<file path="config.mk">
export PLATFORM = sky130hd
export DESIGN_NAME = button_click_hold_decoder
export DESIGN_NICKNAME = d
export VERILOG_FILES = /design/src/bchd_pkg.sv /design/src/bchd_core.sv /design/src/button_click_hold_decoder.sv
export SDC_FILE = /design/constraint.sdc
export NUM_CORES = 1
export LEC_CHECK = 0
export BUFFER_PORTS_ARGS = -buffer_cell sky130_fd_sc_hd__buf_2
export CORE_MARGIN = 5
export CORE_UTILIZATION = 50
export CTS_BUF_LIST = sky130_fd_sc_hd__clkbuf_8
export CTS_CLUSTER_DIAMETER = 80
export DETAILED_ROUTE_END_ITERATION = 8
export PLACE_DENSITY = 0.65
export SYNTH_ARGS = -nofsm -noshare
export SYNTH_HDL_FRONTEND = slang
export SYNTH_SLANG_ARGS = --single-unit
</file>
<file path="constraint.sdc">
create_clock -name clk_i -period 3.8 [get_ports clk_i]
set_clock_uncertainty 0.05 [all_clocks]
set_input_delay 0.38 -clock clk_i [delete_from_list [all_inputs] [get_ports clk_i]]
set_output_delay 0.38 -clock clk_i [all_outputs]
set_load 0.01 [all_outputs]
</file>
<file path="src/bchd_pkg.sv">
`timescale 1ns / 1ps

package bchd_pkg;

  typedef enum logic [2:0] {
    EV_NONE        = 3'd0,
    EV_BRIGHT_STEP = 3'd1,
    EV_NEXT_SUB    = 3'd2,
    EV_NEXT_ANIM   = 3'd3,
    EV_PARTY       = 3'd4,
    EV_SECURITY    = 3'd5,
    EV_FULL_BRIGHT = 3'd6
  } event_e;

  typedef enum logic [1:0] {
    REG_HOLD_PERIOD  = 2'd0,
    REG_CLICK_WINDOW = 2'd1,
    REG_HOLD_REPEATS = 2'd2
  } reg_index_e;

  localparam logic        ACT_TICK = 1'b0;
  localparam logic        ACT_EDGE = 1'b1;
  localparam logic        PIN_PRESSED = 1'b0;

  localparam logic [15:0] HOLD_PERIOD_RST  = 16'd150;
  localparam logic [15:0] CLICK_WINDOW_RST = 16'd400;
  localparam logic [3:0]  HOLD_REPEATS_RST = 4'd5;

  localparam logic [7:0]  CLICKS_SUB      = 8'd1;
  localparam logic [7:0]  CLICKS_ANIM     = 8'd2;
  localparam logic [7:0]  CLICKS_PARTY    = 8'd4;
  localparam logic [7:0]  CLICKS_SECURITY = 8'd5;
  localparam logic [7:0]  CLICKS_FULL     = 8'd10;

  typedef struct packed {
    logic [15:0] hold_period;
    logic [15:0] click_window;
    logic [3:0]  hold_repeats;
  } cfg_t;

  typedef struct packed {
    logic        hold_running;
    logic [15:0] hold_elapsed;
    logic [3:0]  hold_period_count;
    logic        held_flag;
    logic        window_running;
    logic [15:0] window_elapsed;
    logic [7:0]  click_count;
  } state_t;

endpackage

</file>
<file path="src/bchd_core.sv">
`timescale 1ns / 1ps

module bchd_core (
  input  logic               clk_i,
  input  logic               rst_ni,
  input  logic               en_i,
  input  logic               action_i,
  input  logic               pin_level_i,
  input  bchd_pkg::cfg_t     cfg_i,
  output bchd_pkg::event_e   event_o
);

  bchd_pkg::state_t st_q, st_d;
  bchd_pkg::event_e hold_ev, win_ev;
  logic [16:0]      hold_inc, win_inc;
  logic [3:0]       cnt_inc;

  function automatic bchd_pkg::event_e dispatch(input logic [7:0] clicks, input logic held);
    bchd_pkg::event_e ev;
    ev = bchd_pkg::EV_NONE;
    case (clicks)
      bchd_pkg::CLICKS_SUB:      ev = held ? bchd_pkg::EV_NONE : bchd_pkg::EV_NEXT_SUB;
      bchd_pkg::CLICKS_ANIM:     ev = held ? bchd_pkg::EV_NONE : bchd_pkg::EV_NEXT_ANIM;
      bchd_pkg::CLICKS_PARTY:    ev = bchd_pkg::EV_PARTY;
      bchd_pkg::CLICKS_SECURITY: ev = bchd_pkg::EV_SECURITY;
      bchd_pkg::CLICKS_FULL:     ev = bchd_pkg::EV_FULL_BRIGHT;
      default:                   ev = bchd_pkg::EV_NONE;
    endcase
    return ev;
  endfunction

  assign hold_inc = {1'b0, st_q.hold_elapsed} + 17'd1;
  assign win_inc  = {1'b0, st_q.window_elapsed} + 17'd1;
  assign cnt_inc  = st_q.hold_period_count + 4'd1;

  always_comb begin
    st_d    = st_q;
    hold_ev = bchd_pkg::EV_NONE;
    win_ev  = bchd_pkg::EV_NONE;
    if (action_i == bchd_pkg::ACT_TICK) begin
      if (st_q.hold_running) begin
        if (hold_inc >= {1'b0, cfg_i.hold_period}) begin
          st_d.hold_elapsed      = '0;
          st_d.hold_period_count = cnt_inc;
          if (cnt_inc >= cfg_i.hold_repeats) begin
            st_d.held_flag         = 1'b1;
            st_d.hold_period_count = '0;
            hold_ev                = bchd_pkg::EV_BRIGHT_STEP;
          end
        end else begin
          st_d.hold_elapsed = hold_inc[15:0];
        end
      end
      if (st_q.window_running) begin
        if (win_inc >= {1'b0, cfg_i.click_window}) begin
          st_d.window_running = 1'b0;
          st_d.window_elapsed = '0;
          // held flag as left by the hold timer on this same tick
          win_ev              = dispatch(st_q.click_count, st_d.held_flag);
          st_d.click_count    = '0;
        end else begin
          st_d.window_elapsed = win_inc[15:0];
        end
      end
    end else if (pin_level_i == bchd_pkg::PIN_PRESSED) begin
      st_d.window_running    = 1'b0;
      st_d.window_elapsed    = '0;
      st_d.held_flag         = 1'b0;
      st_d.hold_period_count = '0;
      st_d.hold_running      = 1'b1;
      st_d.hold_elapsed      = '0;
    end else begin
      st_d.hold_running   = 1'b0;
      st_d.hold_elapsed   = '0;
      st_d.window_running = 1'b1;
      st_d.window_elapsed = '0;
      st_d.click_count    = st_q.click_count + 8'd1;
    end
  end

  assign event_o = (hold_ev != bchd_pkg::EV_NONE) ? hold_ev : win_ev;

  always_ff @(posedge clk_i or negedge rst_ni) begin
    if (!rst_ni) begin
      st_q <= '0;
    end else if (en_i) begin
      st_q <= st_d;
    end
  end

endmodule

</file>
<file path="src/button_click_hold_decoder.sv">
`timescale 1ns / 1ps

// Push-button gesture decoder. Each slave beat is a 1 ms tick (tuser 0) or a pin
// edge (tuser 1, tdata bit 0 = new level, 0 pressed); each one yields exactly one
// master beat with the event code (0 when nothing happened). One beat is taken
// every cycle while the master side is ready; a beat is captured in the input
// register and its result is then held in the output register. Registers: 0 hold
// period, 1 click window (both in ticks), 2 hold periods per brightness step;
// write them only while no beats are in flight.
module button_click_hold_decoder (
  input  logic        clk_i,
  input  logic        rst_ni,
  input  logic        s_axis_tvalid,
  output logic        s_axis_tready,
  input  logic [7:0]  s_axis_tdata,   // [0] pin_level, [7:1] zero
  input  logic [0:0]  s_axis_tuser,   // [0] action
  output logic        m_axis_tvalid,
  input  logic        m_axis_tready,
  output logic [7:0]  m_axis_tdata,   // [2:0] event_code, [7:3] zero
  input  logic        cfg_valid_i,
  output logic        cfg_ready_o,
  input  logic [1:0]  cfg_index_i,
  input  logic [15:0] cfg_data_i
);

  bchd_pkg::cfg_t   cfg_q;
  bchd_pkg::event_e core_ev;
  logic             in_valid_q, in_action_q, in_pin_q;
  logic             out_valid_q;
  logic [2:0]       out_event_q;
  logic             out_free, advance, s_accept;

  assign out_free      = !out_valid_q || m_axis_tready;
  assign advance       = in_valid_q && out_free;
  assign s_axis_tready = !in_valid_q || advance;
  assign s_accept      = s_axis_tvalid && s_axis_tready;
  assign cfg_ready_o   = 1'b1;

  always_ff @(posedge clk_i or negedge rst_ni) begin
    if (!rst_ni) begin
      cfg_q.hold_period  <= bchd_pkg::HOLD_PERIOD_RST;
      cfg_q.click_window <= bchd_pkg::CLICK_WINDOW_RST;
      cfg_q.hold_repeats <= bchd_pkg::HOLD_REPEATS_RST;
    end else if (cfg_valid_i) begin
      case (cfg_index_i)
        bchd_pkg::REG_HOLD_PERIOD:  cfg_q.hold_period  <= cfg_data_i;
        bchd_pkg::REG_CLICK_WINDOW: cfg_q.click_window <= cfg_data_i;
        bchd_pkg::REG_HOLD_REPEATS: cfg_q.hold_repeats <= cfg_data_i[3:0];
        default: ;
      endcase
    end
  end

  always_ff @(posedge clk_i or negedge rst_ni) begin
    if (!rst_ni) begin
      in_valid_q  <= 1'b0;
      out_valid_q <= 1'b0;
    end else begin
      if (s_axis_tready) in_valid_q <= s_axis_tvalid;
      if (out_free)      out_valid_q <= in_valid_q;
    end
  end

  always_ff @(posedge clk_i) begin
    if (s_accept) begin
      in_action_q <= s_axis_tuser[0];
      in_pin_q    <= s_axis_tdata[0];
    end
    if (advance) begin
      out_event_q <= core_ev;
    end
  end

  bchd_core u_core (
    .clk_i       (clk_i),
    .rst_ni      (rst_ni),
    .en_i        (advance),
    .action_i    (in_action_q),
    .pin_level_i (in_pin_q),
    .cfg_i       (cfg_q),
    .event_o     (core_ev)
  );

  assign m_axis_tvalid = out_valid_q;
  assign m_axis_tdata  = {5'd0, out_event_q};

endmodule

</file>
==> impl_metrics.csv, run 1 <==
group,metric,value,unit
sta,post-route-period-util,0.913,
setup_path,worst_ep_arrival_time,3.60,ns
logic_synthesis,ys_ff_latch,90,
logic_synthesis,yosysWarnings,0,
place,pre_cts_ws,0.227,ns
logic_synthesis,yosysSeqAreaShare,0.430,
finish,layout_common_cells,"76 x dfrtp_1, 52 x nand2_1, 49 x inv_1",
power_and_ir_drop,p_int,1.69,mW
clock_tree,ctsHtreeMaxLevel,3,
clock_tree,cts_tree,"built",
sta,maxSlewViolCount,0,
place,place_congestion,0.828,
sta,max_freq,288,MHz
sta,rsz0062_at_grt,"no",
clock_tree,clk_latency,0.38,ns
power_and_ir_drop,p_leak,2.79,nW
sta,worstMarginPinSlew,0.801,ns
detailed_routing,ant_nets,0,
floorplanning,die-area,0.0128,mm²
place,portBuffers,29,
sta,fin_crit,3.47,ns
detailed_routing,drc_errors,0,
logic_synthesis,syn_avg_cell_area,9.88,µm²
finish,nNetsFinal,646,
floorplanning,dieWidth,113,µm
sta,worst_slack,0.331,ns
global_routing,antenna_found_initial,0,
logic_synthesis,synth_edf_count,5,
power_and_ir_drop,power.total,2.40,mW
clock_tree,cts_sinks,90,
floorplanning,initial_core_util,0.514,
logic_synthesis,synth_ff_type,"dfrtp_1",
power_and_ir_drop,swShare,0.296,
global_routing,grt_max_degree,60,
clock_tree,clk_pin_slew,0.08,ns
floorplanning,io_pins,43,
detailed_routing,routedWlPerCell,15.2,µm
sta,setup_viol,0,
power_and_ir_drop,irDropWorstVdd,0.000184,V
setup_path,critical_path_class,"reg -> reg",
finish,final_common_cell,"dfrtp_1",
power_and_ir_drop,pwr-share-seq,0.495,
setup_path,crit_path_start_kind,"flip-flop",
run,cap_viol_max_count,0,
logic_synthesis,synth_cells,539,
setup_path,end_kind,"flip-flop",
logic_synthesis,async_reset_ff_frac,0.944,
finish,diodes,0,
global_routing,grt_util_all_layers,0.186,
sta,max_slew_margin,0.464,
floorplanning,core-area,0.0104,mm²
place,hpwl,8110,µm
detailed_routing,drtIter0Drc,236,
detailed_routing,routed_wl,10900,µm
finish,area_growth,10.4,%
power_and_ir_drop,pwr-share-clk,0.303,
detailed_routing,dr.pass1.iters,4,
global_routing,grt_pass1_wl,19200,µm
floorplanning,die_h,113,µm
power_and_ir_drop,power_density,408,mW/mm²
global_routing,grt_pass1_vias,3948,
sta,final.setup.tns,0,ns
run_status,status,"completed",
min_path,hold_path.class,"in -> async",
floorplanning,rows,37,
power_and_ir_drop,p_switching,0.709,mW
clock_tree,clock_tree.buffer_depth,2,
finish,drive_gt1_frac,0.175,
clock_tree,cts-root-buf,"clkbuf_8",
global_routing,grt_overflow_total,0,
logic_synthesis,synth_cell_type_count,59,
detailed_routing,via_per_inst,5.53,
clock_tree,numCtsBuffers,9,
setup_path,cp_max_fo,6,
sta,hold_viol_final,0,
detailed_routing,vias,3938,
setup_path,required,3.93,ns
logic_synthesis,syn_area,0.00533,mm²
power_and_ir_drop,p_comb_frac,0.202,
[registers in the layout, indices dropped and copies added (netlist names)]
signal	flops
in_pin_q	1
u_core.st_q	47
out_event_q	3
in_action_q	1
cfg_q	36
in_valid_q	1
m_axis_tvalid	1
[critical path: stages (launching register included)]
cell and delay (ns):
dfrtp_1 0.44, and3_1 0.24, nand3_1 0.14, nor2_2 0.15, and4_1 0.22, and3_1 0.20
xnor2_1 0.14, ha_1 0.27, nand4_1 0.14, o41ai_1 0.10, a21oi_1 0.24, o211ai_4 0.17
o211ai_4 0.27, nand3_1 0.15, a2111oi_2 0.35
[stage by stage]
stage               area, µm²  utilization  cells  hold WS (ns)
global placement         5630        0.543    696         0.427
floorplan                5340            -    543        0.0344
global route             5880        0.567    712        0.0907
CTS                      5860        0.565    712        0.0518
detailed placement       5630        0.543    696         0.437
finish                   5880        0.567    712        0.0365
[path summary, 6_finish.rpt]
check	end	cells past startpoint	start	slack, ns
min in group clk_i	in_pin_q	1	s_axis_tdata[0]	0.13
worst max register to register	out_event_q[1]	14	u_core.st_q[32]	0.33
worst min register to register	m_axis_tvalid	1	in_valid_q	0.45
worst min-delay path	u_core.st_q[16]	1	rst_ni	0.04
max in group asynchronous	cfg_q[24]	2	rst_ni	2.78
worst max-delay path	out_event_q[1]	14	u_core.st_q[32]	0.33
[cells in the mapped netlist, drive strengths merged, types with 2 or more instances]
master | n | area share
a31oi | 2 | 0.0023
nand3b | 3 | 0.0042
dfstp | 9 | 0.044
inv | 48 | 0.034
nand2b | 6 | 0.0070
ha | 43 | 0.10
mux2i | 3 | 0.0056
or3 | 7 | 0.0092
o21ai | 36 | 0.034
dfrtp | 76 | 0.36
nor4 | 3 | 0.0035
nor3 | 7 | 0.0085
o31ai | 2 | 0.0028
conb | 2 | 0.0014
a22oi | 2 | 0.0028
nor2b | 2 | 0.0023
nand3 | 32 | 0.030
o22ai | 3 | 0.0035
a22o | 22 | 0.036
and4 | 2 | 0.0038
nor4b | 2 | 0.0033
xnor2 | 19 | 0.031
edfxtp | 5 | 0.028
nand2 | 52 | 0.037
nand4 | 13 | 0.018
a21oi | 26 | 0.024
buf | 9 | 0.011
clkbuf | 13 | 0.0092
o21a | 2 | 0.0028
and2 | 2 | 0.0023
and3 | 12 | 0.015
a32o | 2 | 0.0038
nor2 | 15 | 0.011
a211oi | 4 | 0.0056
xor2 | 10 | 0.016
mux2 | 22 | 0.047
o211ai | 4 | 0.012
a211o | 2 | 0.0033
a21o | 5 | 0.0070
[logic make-up (layout without fill, tap and decap cells)]
group,Yosys count,count (layout),synth area share
xor+xnor,29,29,0.0477
simple gates,161,161,0.159
buf+inv,71,104,0.0550
other cells,2,6,0.00141
flops,90,90,0.430
compound gates,118,118,0.154
fa+ha+maj,43,43,0.101
mux,25,25,0.0522
[power groups by stage]
stage / sequential (mW) / combinational [mW] / clock, mW
2_1_floorplan: 1.17 / 0.368 / 0
4_1_cts: 1.19 / 0.490 / 0.748
5_1_grt: 1.21 / 0.569 / 0.797
3_3_place_gp: 1.20 / 0.466 / 0
3_5_place_dp: 1.20 / 0.488 / 0
6_report: 1.19 / 0.485 / 0.727
[area by class of cell]
| type | instances | area, µm² |
|---|---|---|
| clock buffer | 14 | 193 |
| clock inverter | 2 | 33.8 |
| fill | 946 | 4490 |
| inverter | 49 | 184 |
| multi-input combinational | 382 | 2790 |
| sequential | 90 | 2290 |
| tap | 136 | 170 |
| timing repair buffer | 39 | 223 |
[per-layer routing]
metal  GRT usage  part of all wire
met3      0.0310             0.022
met1       0.250              0.48
met5           0                 0
met2       0.300              0.48
met4      0.0729             0.019
[repair_timing]
item / 4_1_cts / 5_1_grt
setup buffers: 0 / 0
hold buffers: 0 / 0
gates resized for setup: 0 / 4
hold endpoints to repair: 0 / 0
setup endpoints to repair: 0 / 16
No activity file was read; power rests on OpenSTA's default activity.
==> run 2, diff against run 1 <==
Settings changed: CTS_BUF_LIST sky130_fd_sc_hd__clkbuf_8 to not set.
==> run 2 against run 1 <==
- worst hold slack is essentially flat
- first-iteration DRC count is the same
- maximum frequency is essentially flat
- clock-buffer cell count grew 1
- cell count is the same
- combinational power is essentially flat
- sequential cell count is the same
- wire length is essentially flat
- sequential share of layout area is the same
- die area is the same
- critical path type unchanged
- highest routed layer unchanged
==> impl_metrics.csv, run 2 (synthesis results as in run 1) <==
group,metric,value,unit
sta,worstMarginPinSlew,0.801,ns
setup_path,required,3.93,ns
detailed_routing,routed_wl,10900,µm
global_routing,use_met3,0.0310,
min_path,hold_path.class,"in -> async",
power_and_ir_drop,p_switching,0.709,mW
finish,max_flop_register,"u_core.st_q",
global_routing,grt_overflow_total,0,
global_routing,antenna_found_initial,0,
power_and_ir_drop,irDropWorstVdd,0.000184,V
global_routing,grt_pass1_vias,3948,
finish,top_regs,"u_core.st_q (47), cfg_q (36), out_event_q (3)",
detailed_routing,ant_nets,0,
floorplanning,die-area,0.0128,mm²
finish,layout_common_cells,"76 x dfrtp_1, 52 x nand2_1, 48 x inv_1",
setup_path,rrSetupSlack,0.33,ns
finish,area_growth,10.4,%
clock_tree,cts_sinks,90,
place,place_congestion,0.828,
setup_path,critical_path_class,"reg -> reg",
finish,largest_reg_flops,47,
sta,setup_viol,0,
finish,drive_gt1_frac,0.175,
detailed_routing,via_per_inst,5.54,
sta,final.setup.tns,0,ns
finish,diodes,0,
global_routing,grt_pass1_wl,19200,µm
clock_tree,cts-root-buf,"clkbuf_8",
sta,post-route-period-util,0.913,
power_and_ir_drop,swShare,0.295,
global_routing,top_usage_layer,"met2",
setup_path,end_kind,"flip-flop",
floorplanning,io_pins,43,
run,cap_viol_max_count,0,
global_routing,grtUsageMet2,0.300,
clock_tree,clk_pin_slew,0.08,ns
floorplanning,die_h,113,µm
run_status,status,"completed",
sta,hold_viol_final,0,
floorplanning,initial_core_util,0.514,
global_routing,grt_util_all_layers,0.186,
clock_tree,ctsHtreeMaxLevel,3,
clock_tree,post_cts_buffers,0,
setup_path,timing.rr.start,"u_core.st_q[32]",
floorplanning,dieWidth,113,µm
power_and_ir_drop,p_leak,2.79,nW
setup_path,critical_path.endpoint,"out_event_q[1]",
setup_path,cp_max_fo,6,
sta,max_slew_margin,0.464,
setup_path,reg2reg_depth,14,
floorplanning,core-area,0.0104,mm²
power_and_ir_drop,p_comb_frac,0.202,
clock_tree,clock_tree.buffer_depth,2,
sta,rsz0062_at_grt,"no",
detailed_routing,drc_errors,0,
finish,final_common_cell,"dfrtp_1",
sta,whs,0.0365,ns
power_and_ir_drop,pwr-share-clk,0.304,
power_and_ir_drop,power_density,409,mW/mm²
floorplanning,rows,37,
clock_tree,cts_tree,"built",
power_and_ir_drop,pwr-share-seq,0.494,
setup_path,crit_start,"u_core.st_q[32]",
setup_path,crit_path_start_kind,"flip-flop",
power_and_ir_drop,p_int,1.69,mW
detailed_routing,routedWlPerCell,15.2,µm
detailed_routing,dr.pass1.iters,4,
clock_tree,ctsResizeCount,0,
global_routing,met1_usage,0.250,
power_and_ir_drop,power.total,2.40,mW
detailed_routing,vias,3942,
setup_path,worst_ep_arrival_time,3.60,ns
clock_tree,postCtsHoldBufs,0,
detailed_routing,drtIter0Drc,236,
clock_tree,clk_latency,0.38,ns
setup_path,r2r-end,"out_event_q[1]",
sta,fin_crit,3.47,ns
finish,nNetsFinal,646,
place,portBuffers,29,
place,hpwl,8110,µm
global_routing,grt_max_degree,60,
sta,max_freq,288,MHz
sta,maxSlewViolCount,0,
clock_tree,numCtsBuffers,9,
run 2: how the worst min path moves through the flow:
| stage | from | endpoint | slack, ns | cells past startpoint |
|---|---|---|---|---|
| 2_1_floorplan | rst_ni | cfg_q[10] | 0.03 | 0 |
| 3_5_place_dp | in_valid_q | m_axis_tvalid | 0.44 | 1 |
| 6_report | rst_ni | u_core.st_q[16] | 0.04 | 1 |
| 3_3_place_gp | in_valid_q | m_axis_tvalid | 0.43 | 1 |
| 4_1_cts | rst_ni | cfg_q[17] | 0.05 | 1 |
| 5_1_grt | rst_ni | cfg_q[18] | 0.09 | 1 |
run 2: metrics by stage:
| stage | cell area, µm² | setup WS (ns) | util | std cells |
|---|---|---|---|---|
| after global placement | 5630 | 0.271 | 0.543 | 696 |
| after floorplan | 5340 | 0.508 | - | 543 |
| after detailed placement | 5630 | 0.227 | 0.543 | 696 |
| after global routing | 5880 | 0.0505 | 0.567 | 712 |
| after CTS | 5860 | 0.235 | 0.565 | 712 |
| final | 5880 | 0.331 | 0.567 | 712 |
run 2: final cells by class:
cell class                 count  area [µm²]
fill                         946        4490
multi-input combinational    382        2790
sequential                    90        2290
timing repair buffer          39         223
clock buffer                  15         196
inverter                      49         184
tap                          136         170
clock inverter                 1        30.0
run 2: power by group through the flow:
stage | clock (mW) | sequential, mW | combinational, mW
CTS | 0.751 | 1.19 | 0.490
global placement | 0 | 1.20 | 0.466
detailed placement | 0 | 1.20 | 0.488
floorplan | 0 | 1.17 | 0.368
global route | 0.799 | 1.21 | 0.569
finish | 0.730 | 1.19 | 0.485
run 2: worst max-delay path, stage by stage, from the launching register on:
cell and delay [ns]:
dfrtp_1 0.44, and3_1 0.24, nand3_1 0.14, nor2_2 0.15, and4_1 0.22, and3_1 0.20, xnor2_1 0.14, ha_1 0.27
nand4_1 0.14, o41ai_1 0.10, a21oi_1 0.24, o211ai_4 0.17, o211ai_4 0.27, nand3_1 0.15, a2111oi_2 0.35
run 2: layer usage:
layer,part of all wire,vias to the layer above
met5,0,-
met4,0.019,0
met3,0.023,15
met2,0.48,36
met1,0.48,1928
li1,-,1963
==> run 3, diff against run 2 <==
Clock period 3.8 ns to 3.9 ns, I/O delays scaled along.
==> run 3 against run 2 <==
- total power is 4.8% lower
- worst hold slack gained 0.0099 ns
- worst setup slack better by 0.0038 ns
- maximum frequency is 2.7% lower
- critical path type unchanged
- critical path depth stayed put
- utilization decreased by 0.47 points
- largest cell class unchanged
- cell count fell by 0.42%
- clock power fell by 10%
==> impl_metrics.csv, run 3 (synthesis results as in run 1) <==
group,metric,value,unit
run_status,status,"completed",
floorplanning,core-area,0.0104,mm²
run,cap_viol_max_count,0,
finish,diodes,0,
power_and_ir_drop,power.total,2.28,mW
detailed_routing,drtIter0Drc,194,
min_path,hold_path.class,"in -> async",
clock_tree,ctsHtreeMaxLevel,3,
global_routing,top_usage_layer,"met2",
global_routing,grt_pass1_vias,3892,
setup_path,r2r-end,"u_core.st_q[23]",
setup_path,end_kind,"flip-flop",
detailed_routing,ant_nets,0,
sta,final.setup.tns,0,ns
floorplanning,rows,37,
power_and_ir_drop,irDropWorstVdd,0.000181,V
place,placement.cell_area,0.00561,mm²
clock_tree,numCtsBuffers,9,
clock_tree,clock_tree.buffer_depth,2,
global_routing,grtUsageMet2,0.295,
clock_tree,postCtsHoldBufs,0,
setup_path,critical_path_class,"reg -> reg",
clock_tree,clk_pin_slew,0.08,ns
floorplanning,die-area,0.0128,mm²
sta,rsz0062_at_grt,"no",
floorplanning,dieWidth,113,µm
setup_path,required,4.15,ns
sta,max_freq,281,MHz
finish,area_growth,9.45,%
setup_path,crit_path_start_kind,"flip-flop",
clock_tree,clk_latency,0.37,ns
setup_path,reg2reg_depth,14,
detailed_routing,via_per_inst,5.61,
setup_path,rrSetupSlack,0.33,ns
power_and_ir_drop,p_leak,2.75,nW
finish,fillers,935,
sta,hold_viol_final,0,
global_routing,antenna_found_initial,0,
global_routing,grt_pass1_wl,18800,µm
floorplanning,die_h,113,µm
global_routing,grt_overflow_total,0,
finish,fin_cells,709,
finish,fin_area,0.00583,mm²
floorplanning,io_pins,43,
finish,final_common_cell,"dfrtp_1",
sta,fin_crit,3.57,ns
place,portBuffers,29,
place,place_congestion,0.811,
setup_path,cp_max_fo,6,
sta,worstMarginPinSlew,0.791,ns
global_routing,met1_usage,0.244,
clock_tree,cts_sinks,90,
global_routing,use_met3,0.0267,
clock_tree,cts-root-buf,"clkbuf_8",
finish,top_regs,"u_core.st_q (47), cfg_q (36), out_event_q (3)",
detailed_routing,vias,3981,
finish,layout_common_cells,"75 x dfrtp_1, 52 x nand2_1, 48 x inv_1",
detailed_routing,routedWlPerCell,15.5,µm
place,hpwl,8090,µm
sta,setup_viol,0,
finish,largest_reg_flops,47,
clock_tree,cts_tree,"built",
finish,drive_gt1_frac,0.171,
global_routing,grt_util_all_layers,0.182,
detailed_routing,drc_errors,0,
finish,max_flop_register,"u_core.st_q",
sta,maxSlewViolCount,0,
global_routing,grt_max_degree,61,
finish,nNetsFinal,643,
detailed_routing,dr.pass1.iters,4,
setup_path,timing.rr.start,"u_core.st_q[10]",
power_and_ir_drop,power_density,392,mW/mm²
place,dp_cells,693,
sta,post-route-period-util,0.914,
detailed_routing,routed_wl,11000,µm
sta,max_slew_margin,0.471,
setup_path,worst_ep_arrival_time,3.82,ns
floorplanning,initial_core_util,0.514,
[run 3: what timing repair did]
item	4_1_cts	5_1_grt
endpoints found under the setup margin	0	17
buffers inserted	0	0
resized for setup	0	6
[run 3: worst max-delay path by stage]
stage                                from              end  slack, ns  cells past startpoint
after floorplan           u_core.st_q[32]  u_core.st_q[30]       0.61                     14
after global placement    u_core.st_q[10]  u_core.st_q[23]       0.24                     14
after detailed placement  u_core.st_q[10]  u_core.st_q[23]       0.16                     14
after CTS                 u_core.st_q[10]  u_core.st_q[23]       0.14                     14
after global routing      u_core.st_q[33]   out_event_q[1]       0.02                     14
final                     u_core.st_q[10]  u_core.st_q[23]       0.33                     14
[run 3: where the power goes]
part | internal (mW) | leakage, nW | switching [mW]
logic | 0.201 | 1.53 | 0.272
clock network | 0.331 | 0.101 | 0.324
registers | 1.06 | 1.12 | 0.0932
total | 1.60 | 2.75 | 0.689
[run 3: through the flow]
step,utilization,hold WS [ns],worst slack [ns]
6_report,0.562,0.0464,0.335
5_1_grt,0.562,0.113,0.0151
3_3_place_gp,0.541,0.428,0.236
4_1_cts,0.560,0.0641,0.139
2_1_floorplan,-,0.0444,0.608
3_5_place_dp,0.541,0.437,0.156
[run 3: cell type report]
type / instances / area (µm²) / share of cell area
clock buffer: 14 / 163 / 0.0279
clock inverter: 2 / 35.0 / 0.00601
inverter: 49 / 184 / 0.0316
multi-input combinational: 382 / 2790 / 0.478
sequential: 90 / 2290 / 0.393
tap: 136 / 170 / 0.0292
timing repair buffer: 36 / 200 / 0.0343
[run 3: critical path, stage by stage, from the launching register on]
cell      delay [ns]
dfrtp_1         0.45
nand3_1         0.10
nor2_1          0.16
and3_1          0.28
and3_1          0.22
nand3_1         0.10
xnor2_1         0.25
ha_1            0.30
nand4_1         0.15
nor2_1          0.07
a211oi_1        0.35
o211ai_4        0.18
or3_4           0.39
or3_1           0.35
o21ai_1         0.10
[run 3: per-layer routing]
layer	up-vias	wire, µm
met3	16	293
met2	59	5400
li1	1966	-
met4	0	242
met1	1940	5080
met5	-	0
